File: config.mk
export PLATFORM = sky130hd
export DESIGN_NAME = tccb_ctrl
export DESIGN_NICKNAME = d
export VERILOG_FILES = /design/src/hdl/tccb_pkg.sv /design/src/hdl/tccb_ctrl.sv
export SDC_FILE = /design/constraint.sdc
export NUM_CORES = 1
export LEC_CHECK = 0
export ABC_AREA = 0
export CORE_ASPECT_RATIO = 1.2
export CORE_MARGIN = 2
export CORE_UTILIZATION = 25
export DETAILED_ROUTE_END_ITERATION = 8
export DONT_BUFFER_PORTS = 1
export GPL_TIMING_DRIVEN = 0
export REMOVE_ABC_BUFFERS = 1
export SLEW_MARGIN = 10
export SYNTH_ARGS = -nofsm -noshare
export SYNTH_HDL_FRONTEND = slang
export SYNTH_SLANG_ARGS = --single-unit
File: constraint.sdc
create_clock -name clock -period 3.2 [get_ports clock]
set_input_delay 0.64 -clock clock [delete_from_list [all_inputs] [get_ports clock]]
set_output_delay 0.64 -clock clock [all_outputs]
set_load 0.05 [all_outputs]
File: src/hdl/tccb_pkg.sv
// Shared types and constants for the text console cell buffer.
// No dependencies.
package tccb_pkg;

   localparam int CHAR_W = 21;
   localparam int ATTR_W = 50;
   localparam logic [CHAR_W-1:0] SPACE_CODE = 21'h20;

   localparam logic [3:0] OP_PUT_ADV  = 4'd0;
   localparam logic [3:0] OP_PUT_STAY = 4'd1;
   localparam logic [3:0] OP_NEWLINE  = 4'd2;
   localparam logic [3:0] OP_TAB      = 4'd3;
   localparam logic [3:0] OP_BACK     = 4'd4;
   localparam logic [3:0] OP_CLEAR    = 4'd5;
   localparam logic [3:0] OP_SET_CUR  = 4'd6;
   localparam logic [3:0] OP_SET_ATTR = 4'd7;
   localparam logic [3:0] OP_SET_VIS  = 4'd8;
   localparam logic [3:0] OP_READ     = 4'd9;

   localparam logic [1:0] CSR_COLUMNS = 2'd0;
   localparam logic [1:0] CSR_ROWS    = 2'd1;
   localparam logic [1:0] CSR_TAB     = 2'd2;

   typedef enum logic [4:0] {
      S_INIT, S_IDLE, S_TOPRED, S_DISPATCH, S_PUT_ADR, S_PUT_WR, S_SCROLL_CHK,
      S_ROW_ADR, S_ROW_WR, S_TAB_MOD, S_TAB_ADR, S_TAB_WR, S_TAB_NEXT,
      S_CLR_WR, S_RD_ADR, S_RD_MEM, S_RD_DATA, S_RESP_LOAD, S_RESP
   } state_type;

   typedef enum logic [2:0] {
      CUR_NONE, CUR_ADVANCE, CUR_NEWLINE, CUR_BACK, CUR_HOME, CUR_SET
   } cur_op_type;

   typedef enum logic [2:0] {
      AFF_HOLD, AFF_ONE, AFF_ROWS, AFF_LOAD_STEP, AFF_ADD_STEP, AFF_SAT
   } aff_op_type;

   typedef enum logic [1:0] {ADR_NONE, ADR_CUR, ADR_ARG, ADR_ROW0} adr_op_type;

   typedef enum logic [1:0] {WR_NONE, WR_CELL, WR_LIN, WR_INIT} wr_mode_type;

   typedef enum logic [1:0] {CH_INPUT, CH_SPACE, CH_ZERO} ch_sel_type;

   typedef struct packed {
      logic [CHAR_W-1:0] code;
      logic [ATTR_W-1:0] attr;
      logic              dirty;
   } cell_type;

   typedef struct packed {
      logic        latch;
      logic        top_red;
      logic        mod_init;
      logic        mod_step;
      logic        cnt_load;
      logic        cnt_dec;
      cur_op_type  cur_op;
      aff_op_type  aff_op;
      adr_op_type  adr_op;
      logic        acol_inc;
      wr_mode_type wr_mode;
      ch_sel_type  ch_sel;
      logic        rd_en;
      logic        lin_clr;
      logic        lin_inc;
      logic        set_attr;
      logic        set_vis;
      logic        rsp_load;
      logic        rsp_cell;
   } cmd_type;

   typedef struct packed {
      logic top_ge;
      logic mod_ge;
      logic cnt_zero;
      logic scrolled;
      logic col_last;
      logic lin_last;
      logic init_last;
      logic home;
      logic rd_ok;
   } status_type;

endpackage

File: src/hdl/tccb_ctrl.sv
// Command sequencer for the console cell buffer.
// Depends on tccb_pkg; drives tccb_dp through cmd_type, reads status_type.
module tccb_ctrl import tccb_pkg::*; (
   input  logic       clock,
   input  logic       reset,
   input  logic       req_valid,
   output logic       req_ready,
   input  logic [3:0] req_opcode,
   output logic       rsp_valid,
   input  logic       rsp_ready,
   input  status_type status,
   output cmd_type    cmd
);

   state_type  state_ff, state_in;
   logic [3:0] op_ff, op_in;

   always_ff @(posedge clock) begin
      if (reset) begin
         state_ff <= S_INIT;
         op_ff    <= OP_PUT_ADV;
      end else begin
         state_ff <= state_in;
         op_ff    <= op_in;
      end
   end

   always_comb begin
      state_in = state_ff;
      op_in    = op_ff;
      case (state_ff)
         S_INIT:       if (status.init_last) state_in = S_IDLE;
         S_IDLE: begin
            if (req_valid) begin
               op_in    = req_opcode;
               state_in = S_TOPRED;
            end
         end
         S_TOPRED:     if (!status.top_ge) state_in = S_DISPATCH;
         S_DISPATCH: begin
            case (op_ff)
               OP_PUT_ADV, OP_PUT_STAY: state_in = S_PUT_ADR;
               OP_NEWLINE: state_in = S_SCROLL_CHK;
               OP_TAB:     state_in = S_TAB_MOD;
               OP_BACK:    state_in = status.home ? S_RESP_LOAD : S_PUT_ADR;
               OP_CLEAR:   state_in = S_CLR_WR;
               OP_READ:    state_in = status.rd_ok ? S_RD_ADR : S_RESP_LOAD;
               default:    state_in = S_RESP_LOAD;
            endcase
         end
         S_PUT_ADR:    state_in = S_PUT_WR;
         S_PUT_WR:     state_in = (op_ff == OP_PUT_ADV) ? S_SCROLL_CHK : S_RESP_LOAD;
         S_SCROLL_CHK: begin
            if (status.scrolled) state_in = S_ROW_ADR;
            else state_in = (op_ff == OP_TAB) ? S_TAB_NEXT : S_RESP_LOAD;
         end
         S_ROW_ADR:    state_in = S_ROW_WR;
         S_ROW_WR: begin
            if (status.col_last) state_in = (op_ff == OP_TAB) ? S_TAB_NEXT : S_RESP_LOAD;
         end
         S_TAB_MOD:    if (!status.mod_ge) state_in = S_TAB_ADR;
         S_TAB_ADR:    state_in = S_TAB_WR;
         S_TAB_WR:     state_in = S_SCROLL_CHK;
         S_TAB_NEXT:   state_in = status.cnt_zero ? S_RESP_LOAD : S_TAB_ADR;
         S_CLR_WR:     if (status.lin_last) state_in = S_RESP_LOAD;
         S_RD_ADR:     state_in = S_RD_MEM;
         S_RD_MEM:     state_in = S_RD_DATA;
         S_RD_DATA:    state_in = S_RESP;
         S_RESP_LOAD:  state_in = S_RESP;
         S_RESP:       if (rsp_ready) state_in = S_IDLE;
         default:      state_in = S_IDLE;
      endcase
   end

   always_comb begin
      cmd       = '0;
      req_ready = 1'b0;
      rsp_valid = 1'b0;
      case (state_ff)
         S_INIT: begin
            cmd.wr_mode = WR_INIT;
            cmd.lin_inc = 1'b1;
            cmd.lin_clr = status.init_last;
         end
         S_IDLE: begin
            req_ready = 1'b1;
            cmd.latch = req_valid;
         end
         S_TOPRED: cmd.top_red = status.top_ge;
         S_DISPATCH: begin
            case (op_ff)
               OP_NEWLINE: begin
                  cmd.cur_op = CUR_NEWLINE;
                  cmd.aff_op = AFF_LOAD_STEP;
               end
               OP_TAB: begin
                  cmd.mod_init = 1'b1;
                  cmd.aff_op   = AFF_ONE;
               end
               OP_BACK: begin
                  if (!status.home) begin
                     cmd.cur_op = CUR_BACK;
                     cmd.aff_op = AFF_LOAD_STEP;
                  end
               end
               OP_CLEAR:    cmd.lin_clr  = 1'b1;
               OP_SET_CUR:  cmd.cur_op   = CUR_SET;
               OP_SET_ATTR: cmd.set_attr = 1'b1;
               OP_SET_VIS:  cmd.set_vis  = 1'b1;
               default: ;
            endcase
         end
         S_PUT_ADR: cmd.adr_op = ADR_CUR;
         S_PUT_WR: begin
            cmd.wr_mode = WR_CELL;
            cmd.ch_sel  = (op_ff == OP_BACK) ? CH_SPACE : CH_INPUT;
            if (op_ff == OP_PUT_ADV) begin
               cmd.cur_op = CUR_ADVANCE;
               cmd.aff_op = AFF_LOAD_STEP;
            end else if (op_ff == OP_PUT_STAY) begin
               cmd.aff_op = AFF_LOAD_STEP;
            end
         end
         S_ROW_ADR: cmd.adr_op = ADR_ROW0;
         S_ROW_WR: begin
            cmd.wr_mode  = WR_CELL;
            cmd.ch_sel   = CH_ZERO;
            cmd.acol_inc = 1'b1;
         end
         S_TAB_MOD: begin
            cmd.mod_step = status.mod_ge;
            cmd.cnt_load = !status.mod_ge;
         end
         S_TAB_ADR: cmd.adr_op = ADR_CUR;
         S_TAB_WR: begin
            cmd.wr_mode = WR_CELL;
            cmd.ch_sel  = CH_SPACE;
            cmd.cur_op  = CUR_ADVANCE;
            cmd.aff_op  = AFF_ADD_STEP;
            cmd.cnt_dec = 1'b1;
         end
         S_TAB_NEXT: if (status.cnt_zero) cmd.aff_op = AFF_SAT;
         S_CLR_WR: begin
            cmd.wr_mode = WR_LIN;
            cmd.lin_inc = 1'b1;
            if (status.lin_last) begin
               cmd.cur_op  = CUR_HOME;
               cmd.aff_op  = AFF_ROWS;
               cmd.lin_clr = 1'b1;
            end
         end
         S_RD_ADR: cmd.adr_op = ADR_ARG;
         S_RD_MEM: cmd.rd_en = 1'b1;
         S_RD_DATA: begin
            cmd.rsp_load = 1'b1;
            cmd.rsp_cell = 1'b1;
         end
         S_RESP_LOAD: cmd.rsp_load = 1'b1;
         S_RESP: rsp_valid = 1'b1;
         default: ;
      endcase
   end

endmodule

; ---- Word-level counts from Yosys, hierarchy flattened
; Index checks and enable logic that the tools add are counted.
[op_classes]
eq_ne = 34
muxes = 48
reduce_logical = 10
[ops]
columns = cell, n
row1 = 5-bit case mux with 18 select lines, 1
row2 = 5-bit two-way mux, 14
row3 = "5-bit by 4-bit == test with 1-bit output, second input constant", 8
row4 = 5-bit case mux with 6 select lines, 1
row5 = "5-bit by 3-bit == test with 1-bit output, second input constant", 4
row6 = 1-bit two-way mux, 18
row7 = 2-bit case mux with 3 select lines, 3
row8 = 3-bit case mux with 3 select lines, 2
row9 = "4-bit by 3-bit == test with 1-bit output, second input constant", 4
row10 = "5-bit == test, second input constant", 3
row11 = 3-bit case mux with 5 select lines, 1
row12 = "2-bit inequality test, second input constant", 7
row13 = 3-bit case mux with 4 select lines, 1
row14 = "5-bit by 2-bit == test with 1-bit output, second input constant", 2
row15 = "4-bit by 2-bit == test with 1-bit output, second input constant", 2
row16 = "4-bit == test, second input constant", 2
row17 = 2-bit OR reduction, 4
row18 = 7-bit AND reduction, 1
row19 = 2-bit two-way mux, 3
row20 = 3-bit two-way mux, 2
row21 = 6-bit two-way mux, 1
row22 = "5-bit by 1-bit == test with 1-bit output, second input constant", 1
row23 = 5-bit logical NOT, 1
row24 = "4-bit by 1-bit == test with 1-bit output, second input constant", 1
row25 = other kinds (5), 5
[word_totals]
regBits = 9
out_inout_bits = 28
wordCells = 94

; ---- Logic depth before layout (Yosys ltp)
; Gate-level depths: netlist (run 1).
[logic_depth]
depth_word = 4
depth_mapped = 7
ltp_nobuf = 5

; ---- Worst setup path before layout (run 1)
; Ideal clock, no wire load.
[synth_path]
path_kind = flip-flop to output port
start = reg state_ff[0]
end = out cmd[14] in the netlist's numbering
arrival_time_ps = 2761
required_ps = 2560
setup_slack_ps = -201
path_stages_with_launch = 7
n_path_buf = 2
cell_sequence = dfxtp_1 > buf_2 > buf_1 > nand3_1 > nor3_1 > a31oi_1 > o211ai_1
[synth_rtl]
columns = element, line_no
row1 = from (decl), tccb_ctrl.sv:15  ; state_type state_ff, state_in;
row2 = from (signal assigned), tccb_ctrl.sv:23  ; state_ff <= state_in;
row3 = to (decl), tccb_ctrl.sv:12  ; output cmd_type cmd

==> results.cfg, run 1 <==
[pwr]
clock_power_share_pct = 21.8
power_frac_seq_pct = 31.1
power_frac_comb_pct = 47.1
p_per_area_nw_per_um2 = 414
switchingPower_mw = 0.277
switching_share_pct = 48.7
p_int_mw = 0.292
irDropWorstVdd_v = 0.000151
p_leak_nw = 0.524

[cells_and_area]
diodes = 0
finish.utilization_pct = 28.0
seqCellArea_um2 = 186
fill_cells = 558
area_delta_synth_final_pct = 8.51
drive_gt1_share_pct = 13.2
final_cells = 242
final_nets = 200
multi_input_area_um2 = 1020

[setup_path]
path_max_fanout = 17
crit_cells = 7
reg2reg_depth = 5
critPathLaunch = state_ff[3]$_SDFFE_PP0P_
worstReg2RegStart = state_ff[0]$_SDFFE_PP0P_
rr_endpoint = state_ff[0]$_SDFFE_PP0P_
path_buf_inv = 2
critPathLaunchType = register
cp-endpoint = cmd[14]
end_kind = output pin
critPathMaxStageDelay_ns = 0.52
critPathTopFamily = simple AND/OR/NAND/NOR gates
cp.arrival_ns = 2.39
path_cells = nor2_1, nand3_2, nor3_2, buf_4, buf_1, a31oi_1, o211ai_1
critical_path_class = register to output pin
cp_slowest_cell = o211ai_1
worst-r2r-setup-slack_ns = 1.04
cp.required_ns = 2.56

[grt]
track_usage_pct = 15.4
grt_antenna_before_repair = 0
grt_pass1_wl_mm = 6.67
grt_pass1_vias = 1340
overflow = 0
grt_max_degree = 30

[logic_synthesis]
netlist_top_cells_count = nor2_1 (31), a21oi_1 (12), nand2_1 (12)
synth.area.mux_share_pct = 4.75
syn_area_um2 = 1260
synth.most_common_cell = nor2_1
syn_avg_cell_area_um2 = 6.59
netlist_instances = 192
synth_warnings = 0
synth_area_leader_cell = dfxtp_1
ys.flop_type = dfxtp_1
synth_top_area_share_pct = 14.2
synth_top_family_by_area = simple AND/OR/NAND/NOR gates
synthDistinctLibCells = 54
synthXorXnorAreaFrac_pct = 0.692
synth_compound_area_share_pct = 29.6
synthAdderAreaFrac_pct = 0
synth_edf_count = 0
ys_seq_area_share_pct = 14.2
async_flop_share_pct = 0
synthTopCellsByArea = dfxtp_1 (14%), nor2_1 (9.2%), a21oi_1 (4.7%)
synth_seq_cells = 9
synth-simple-area-share_pct = 42.2

[timing]
setup_viol = 0
rsz0062_at_grt = no
holdWs_ns = 0.483
skew_ns = 0.00176
timing.final.crit_period_ns = 3.03
worst_pin_slew_ns = 1.06
setup_slack_ns = 0.171
hold_viol_final = 0
max_freq_ghz = 0.330
fin_crit_sh_pct = 94.6
finalMaxSlewViolations = 0
max-slew-margin-rel_pct = 28.8

[routing]
route.detailed.drc = 0
drt-wirelength-per-cell_um = 17.2
viasPerCell = 5.95
num_vias = 1439
ant_nets = 0
dr.pass1.iters = 4
wirelength_mm = 4.16
first_iter_violations = 127

[clock_tree]
cts-buffers-inserted = 3
htreeDepth = 1
root_buffer = clkbuf_8
clock_path_buffers = 2
worstSkewPairLatency_ns = 0.22
clk_pin_slew_ns = 0.04
cts.sinks = 9
cts_tree = yes
cts_setup_buffers = 0

[floorplan]
initial_core_util_pct = 25.8
rows = 28
top_level_ports = 45
die-height_um = 81.9
die-area_um2 = 5650
die_x_um = 68.9
core_um2 = 4900

[place]
gp_congestion = 0.890
pre_cts_slack_ns = -0.498
placed_cells = 238
portBuffers = 0
dp_hpwl_mm = 3.18

[status]
status = finished, final reports clean

[flow_run]
cap_violations = 0

[worst_hold_path]
hold_path_class = primary input to register
[registers in the layout (all words and copies together) (netlist names)]
name,cells
state_ff,5
op_ff,4
[area by class of cell]
type	count	area share, %
flip-flops and latches	9	13.6
well taps	60	5.47
clock buffers	4	3.28
multi-input cells	159	74.7
inverters	8	2.19
repair buffers	2	0.820
[worst min-delay path by stage]
stage | start | endpoint | cells past startpoint
2_1_floorplan | op_ff[3]$_SDFFE_PP0P_ | op_ff[3]$_SDFFE_PP0P_ | 2
3_3_place_gp | op_ff[3]$_SDFFE_PP0P_ | op_ff[3]$_SDFFE_PP0P_ | 2
3_5_place_dp | op_ff[3]$_SDFFE_PP0P_ | op_ff[3]$_SDFFE_PP0P_ | 2
4_1_cts | reset | op_ff[0]$_SDFFE_PP0P_ | 1
5_1_grt | reset | op_ff[2]$_SDFFE_PP0P_ | 1
6_report | reset | op_ff[0]$_SDFFE_PP0P_ | 1
[routing by layer]
layer | GRT usage [%] | share of wire (%)
met5 | 0 | 0
met4 | 4.31 | 2.2
met3 | 4.66 | 12
met2 | 24.6 | 48
met1 | 19.7 | 38
[power by group through the flow]
stage	combinational [mW]	sequential, mW	clock [mW]
2_1_floorplan	0.224	0.159	0
3_3_place_gp	0.255	0.175	0
3_5_place_dp	0.262	0.176	0
4_1_cts	0.266	0.175	0.131
5_1_grt	0.294	0.183	0.135
6_report	0.268	0.177	0.124
[worst reg2reg max path: stages, from the launching register on]
cell	delay, ns
dfxtp_2	0.65
or3b_4	0.50
or3_4	0.41
o41ai_2	0.10
nor2b_1	0.12
o221a_1	0.26
[kinds of logic after synthesis]
| family | after synthesis |
|---|---|
| AOI/OAI and AO/OA | 53 |
| DFF | 9 |
| and+or+nand+nor | 99 |
| xor gates and xnor gates | 1 |
| muxes | 6 |
| buffers and inverters | 24 |
[per-stage QoR]
step           total power [mW]  cell area, um2  TNS [ns]
3_5_place_dp              0.439            1300    -0.872
4_1_cts                   0.572            1360         0
5_1_grt                   0.612            1370         0
3_3_place_gp              0.430            1260     -3.12
6_report                  0.569            1370         0
2_1_floorplan             0.383            1190    -0.930
[layout by cell type, fill, tap and decap left out, types with 6 or more instances in the layout]
cell type | Yosys | layout
a21oi_1 | 12 | 12
dfxtp_1 | 9 | 6
inv_1 | 8 | 8
mux2i_1 | 6 | 6
nand2_1 | 12 | 12
nand2b_1 | 7 | 7
nand3_1 | 7 | 6
nor2_1 | 31 | 29
nor3_2 | 1 | 7
o21ai_0 | 8 | 6
[repair_timing]
action                                  in CTS  in global routing
resized for setup                            6                  3
pin swaps                                    1                  1
hold buffers                                 0                  0
endpoints found under the setup margin       8                  3
Power figures use the tool's default switching activity.
==> inputs of run 2 (changes only) <==
--- a/config.mk
+++ b/config.mk
@@ -6,12 +6,15 @@
 export NUM_CORES = 1
 export LEC_CHECK = 0
 export ABC_AREA = 0
+export CELL_PAD_IN_SITES_DETAIL_PLACEMENT = 0
+export CELL_PAD_IN_SITES_GLOBAL_PLACEMENT = 1
 export CORE_ASPECT_RATIO = 1.2
 export CORE_MARGIN = 2
 export CORE_UTILIZATION = 25
 export DETAILED_ROUTE_END_ITERATION = 8
 export DONT_BUFFER_PORTS = 1
 export GPL_TIMING_DRIVEN = 0
+export PLACE_DENSITY_LB_ADDON = 0.1
 export REMOVE_ABC_BUFFERS = 1
 export SLEW_MARGIN = 10
 export SYNTH_ARGS = -nofsm -noshare
==> run 2 against run 1 <==
Against the previous run: critical path depth decreased by 3; die area unchanged; combinational power increased by 6%; non-clock buffer count decreased by 1; routed wire length increased by 14%.
==> results.cfg, run 2 (synthesis results as in run 1) <==
[cells_and_area]
diodes = 0
final_nets = 199
largest_register_ffs = 5
seqCellArea_um2 = 186
area_delta_synth_final_pct = 10.1
drive_gt1_share_pct = 14.9
fill_cells = 576
layout_common_cells = nor2_1 (27), nand2_1 (12), a21oi_1 (12), inv_1 (8), nand2b_1 (7)
layout_commonest_cell = nor2_1
multi_input_area_um2 = 1040
regMostFlops = state_ff
finish.utilization_pct = 28.4
reg_top3 = state_ff: 5 flops, op_ff: 4 flops

[clock_tree]
cts.sinks = 9
htreeDepth = 1
clk_pin_slew_ns = 0.04
cts-buffers-inserted = 3
clock_path_buffers = 2
root_buffer = clkbuf_8
cts_tree = yes
worstSkewPairLatency_ns = 0.23
ctsHoldBuffers = 0

[status]
status = finished, final reports clean

[timing]
worst_pin_slew_ns = 1.04
rsz0062_at_grt = no
max-slew-margin-rel_pct = 30.1
holdWs_ns = 0.476
fin_crit_sh_pct = 95.7
timing.final.crit_period_ns = 3.06
setup_slack_ns = 0.139
max_freq_ghz = 0.327
setup_viol = 0
skew_ns = 0.000416
hold_viol_final = 0
finalMaxSlewViolations = 0
tns_ns = 0

[grt]
overflow = 0
grt_max_degree = 30
track_usage_pct = 17.2
grt_pass1_wl_mm = 7.33
grt_antenna_before_repair = 0
grt_pass1_vias = 1395

[pwr]
irDropWorstVdd_v = 0.000249
p_per_area_nw_per_um2 = 422
p_leak_nw = 0.530

[routing]
dr.pass1.iters = 4
ant_nets = 0
viasPerCell = 6.02
num_vias = 1452
wirelength_mm = 4.74
route.detailed.drc = 0
drt-wirelength-per-cell_um = 19.7
first_iter_violations = 79

[setup_path]
critPathMaxStageDelay_ns = 0.75
critPathLaunchType = register
cp_slowest_cell = dfxtp_1
path_max_fanout = 17
cp.required_ns = 2.56
critPathTopFamily = simple AND/OR/NAND/NOR gates
path_cells = nor2b_1, a21o_1, a21oi_1, nor2_1
end_kind = output pin
critical_path_class = register to output pin
cp.arrival_ns = 2.42
path_buf_inv = 0

[floorplan]
die-area_um2 = 5650
top_level_ports = 45
die_x_um = 68.9
rows = 28
core_um2 = 4900
initial_core_util_pct = 25.8
die-height_um = 81.9

[place]
pre_cts_slack_ns = -0.592
gp_congestion = 0.857
dp_hpwl_mm = 3.54
portBuffers = 0

[worst_hold_path]
hold_path_class = primary input to register

[flow_run]
cap_violations = 0
[run 2: cell types whose count changed in the layout (fill, tap and decap cells not counted), sizes merged]
cell	previous run	this run
buf	2	1
[run 2: final cells by class]
cell class              count  share of cell area, %
multi-input cells         159                   75.0
flip-flops and latches      9                   13.4
well taps                  60                   5.39
clock buffers               4                   3.23
inverters                   8                   2.16
repair buffers              1                  0.809
[run 2: metrics by stage]
step	total power, mW	std cells	cell area, um2
floorplan	0.383	176	1190
global placement	0.439	236	1260
detailed placement	0.446	236	1290
CTS	0.587	240	1370
global route	0.632	241	1390
finish	0.587	241	1390
[run 2: final timing paths]
kind / startpoint / end / slack, ns / cells past startpoint
worst min-delay path: reset / state_ff[3]$_SDFFE_PP0P_ / 0.48 / 1
worst min register to register: op_ff[3]$_SDFFE_PP0P_ / op_ff[3]$_SDFFE_PP0P_ / 0.68 / 2
worst max-delay path: state_ff[3]$_SDFFE_PP0P_ / cmd[9] / 0.14 / 4
worst max register to register: state_ff[3]$_SDFFE_PP0P_ / state_ff[1]$_SDFFE_PP0P_ / 0.82 / 5
[run 2: what timing repair did]
| item | CTS | global route |
|---|---|---|
| setup endpoints to repair | 9 | 4 |
| setup buffers | 0 | 1 |
| pin swaps | 2 | 2 |
| gates resized for setup | 9 | 5 |
[run 2: power by group]
part | leakage (nW) | switching (mW) | total, mW | internal [mW]
sequential | 0.0747 | 0.0500 | 0.173 | 0.123
clock | 0.0228 | 0.0434 | 0.130 | 0.0867
combinational | 0.432 | 0.198 | 0.284 | 0.0858
total | 0.530 | 0.292 | 0.587 | 0.296
[run 2: layer usage]
layer / vias up / global-route usage [%] / share of wire (%) / wire length [um]
met5: - / 0 / 0 / 0
met4: 0 / 2.55 / 0.55 / 26
met3: 4 / 3.97 / 6.5 / 309
met2: 54 / 28.4 / 50 / 2390
met1: 709 / 23.1 / 42 / 2010
li1: 685 / - / - / -
==> inputs of run 3 (changes only) <==
--- a/config.mk
+++ b/config.mk
@@ -10,7 +10,7 @@
 export CELL_PAD_IN_SITES_GLOBAL_PLACEMENT = 1
 export CORE_ASPECT_RATIO = 1.2
 export CORE_MARGIN = 2
-export CORE_UTILIZATION = 25
+export CORE_UTILIZATION = 40
 export DETAILED_ROUTE_END_ITERATION = 8
 export DONT_BUFFER_PORTS = 1
 export GPL_TIMING_DRIVEN = 0
==> run 3 against run 2 <==
Against the previous run: sequential share of layout area is 0.78 points higher; total power shrank 8.5%; highest routed layer unchanged; global-route usage increased by 5.4 points; critical path type unchanged; cell count decreased by 9.5%; setup slack got worse by 0.0046 ns; via count decreased by 2.1%; clock skew grew 0.0031 ns.
==> results.cfg, run 3 (synthesis results as in run 1) <==
[timing]
timing.final.crit_period_ns = 3.07
max_freq_ghz = 0.326
rsz0062_at_grt = no
max-slew-margin-rel_pct = 28.4
setup_slack_ns = 0.134
finalMaxSlewViolations = 0
hold_viol_final = 0
tns_ns = 0
fin_crit_sh_pct = 95.8
worst_pin_slew_ns = 1.07
setup_viol = 0
skew_ns = 0.00352

[floorplan]
core_um2 = 3030
top_level_ports = 45
initial_core_util_pct = 41.8
die-area_um2 = 3630
die_x_um = 55.3
rows = 22
die-height_um = 65.6

[setup_path]
path_max_fanout = 22
worst-r2r-setup-slack_ns = 1.08
cp-endpoint = cmd[14]
end_kind = output pin
reg2reg_depth = 5
critPathLaunch = state_ff[4]$_SDFFE_PP0P_
worstReg2RegStart = op_ff[1]$_SDFFE_PP0P_
critical_path_class = register to output pin
rr_endpoint = state_ff[0]$_SDFFE_PP0P_
cp.arrival_ns = 2.43
cp.required_ns = 2.56
critPathLaunchType = register

[cells_and_area]
regMostFlops = state_ff
reg_top3 = state_ff: 5 flops, op_ff: 4 flops
layout_common_cells = nor2_1 (28), nand2_1 (12), a21oi_1 (12), inv_1 (8), nand2b_1 (7)
final_nets = 200
layout_commonest_cell = nor2_1
area_delta_synth_final_pct = 6.83
largest_register_ffs = 5
finish.utilization_pct = 44.6
final_cells = 218
diodes = 0
drive_gt1_share_pct = 14.8

[clock_tree]
cts-buffers-inserted = 3
htreeDepth = 1
cts_tree = yes
clock_path_buffers = 2
root_buffer = clkbuf_4
worstSkewPairLatency_ns = 0.26
ctsHoldBuffers = 0
cts.sinks = 9
clk_pin_slew_ns = 0.06

[pwr]
p_leak_nw = 0.523
irDropWorstVdd_v = 0.000435
switching_share_pct = 52.0
switchingPower_mw = 0.279
clock_power_share_pct = 16.4
power_frac_comb_pct = 51.4
p_int_mw = 0.258
p_per_area_nw_per_um2 = 397
power_mw = 0.537
power_frac_seq_pct = 32.3

[place]
portBuffers = 0
dp_hpwl_mm = 3.04
pre_cts_slack_ns = -0.619
placed_cells = 213
gp_congestion = 0.939

[status]
status = finished, final reports clean

[worst_hold_path]
hold_path_class = primary input to register

[grt]
grt_pass1_vias = 1311
track_usage_pct = 22.6
grt_max_degree = 30
overflow = 0
grt_pass1_wl_mm = 6.63
grt_antenna_before_repair = 0

[routing]
num_vias = 1422
viasPerCell = 6.52
wirelength_mm = 4.16
route.detailed.drc = 0
dr.pass1.iters = 4
drt-wirelength-per-cell_um = 19.1
ant_nets = 0
first_iter_violations = 58

[flow_run]
cap_violations = 0
-- run 3: changes by cell type in the layout (fill, tap and decap cells not counted), sizes merged --
cell / change
buf: +1
-- run 3: metal layers --
metal	wire length, um	track usage (%)
met5	0	0
met4	44	4.88
met3	329	6.10
met2	1990	38.2
met1	1800	28.7
-- run 3: area by class of cell --
type / count / area (um2)
sequential: 9 / 191
fill: 352 / 1680
clock buffer: 4 / 26.3
inverter: 8 / 30.0
multi-input combinational: 159 / 1040
timing repair buffer: 2 / 15.0
tap: 36 / 45.0
-- run 3: per-stage QoR --
step           hold slack (ns)  cell area, um2
2_1_floorplan            0.591            1190
3_3_place_gp             0.651            1230
3_5_place_dp             0.669            1270
4_1_cts                  0.430            1330
5_1_grt                  0.419            1350
6_report                 0.430            1350
-- run 3: what timing repair did --
item / CTS / global route
pin swaps: 2 / 2
resized for setup: 11 / 5
hold endpoints to repair: 0 / 0
setup endpoints to repair: 9 / 2
buffers inserted: 0 / 1
gates cloned: 0 / 0
-- run 3: how the worst min path moves through the flow --
stage,start,end,slack [ns],cells past startpoint
after global placement,op_ff[3]$_SDFFE_PP0P_,op_ff[3]$_SDFFE_PP0P_,0.65,2
after floorplan,op_ff[3]$_SDFFE_PP0P_,op_ff[3]$_SDFFE_PP0P_,0.59,2
final,reset,state_ff[3]$_SDFFE_PP0P_,0.43,1
after CTS,reset,state_ff[3]$_SDFFE_PP0P_,0.43,1
after detailed placement,op_ff[3]$_SDFFE_PP0P_,op_ff[3]$_SDFFE_PP0P_,0.67,2
after global routing,reset,state_ff[2]$_SDFFE_PP0P_,0.42,1
-- run 3: critical path, cell delays in order (launching register included) --
cell,delay (ns)
dfxtp_2,0.46
nor2b_4,0.21
nand3_2,0.20
nor3_4,0.58
buf_1,0.15
a31oi_1,0.05
o211ai_1,0.51
-- run 3: power groups by stage --
| stage | Sequential (mW) | Clock [mW] | Combinational (mW) |
|---|---|---|---|
| after floorplan | 0.159 | 0 | 0.224 |
| after global placement | 0.174 | 0 | 0.254 |
| after detailed placement | 0.176 | 0 | 0.261 |
| after CTS | 0.175 | 0.0901 | 0.267 |
| after global routing | 0.179 | 0.0963 | 0.300 |
| final | 0.173 | 0.0880 | 0.276 |
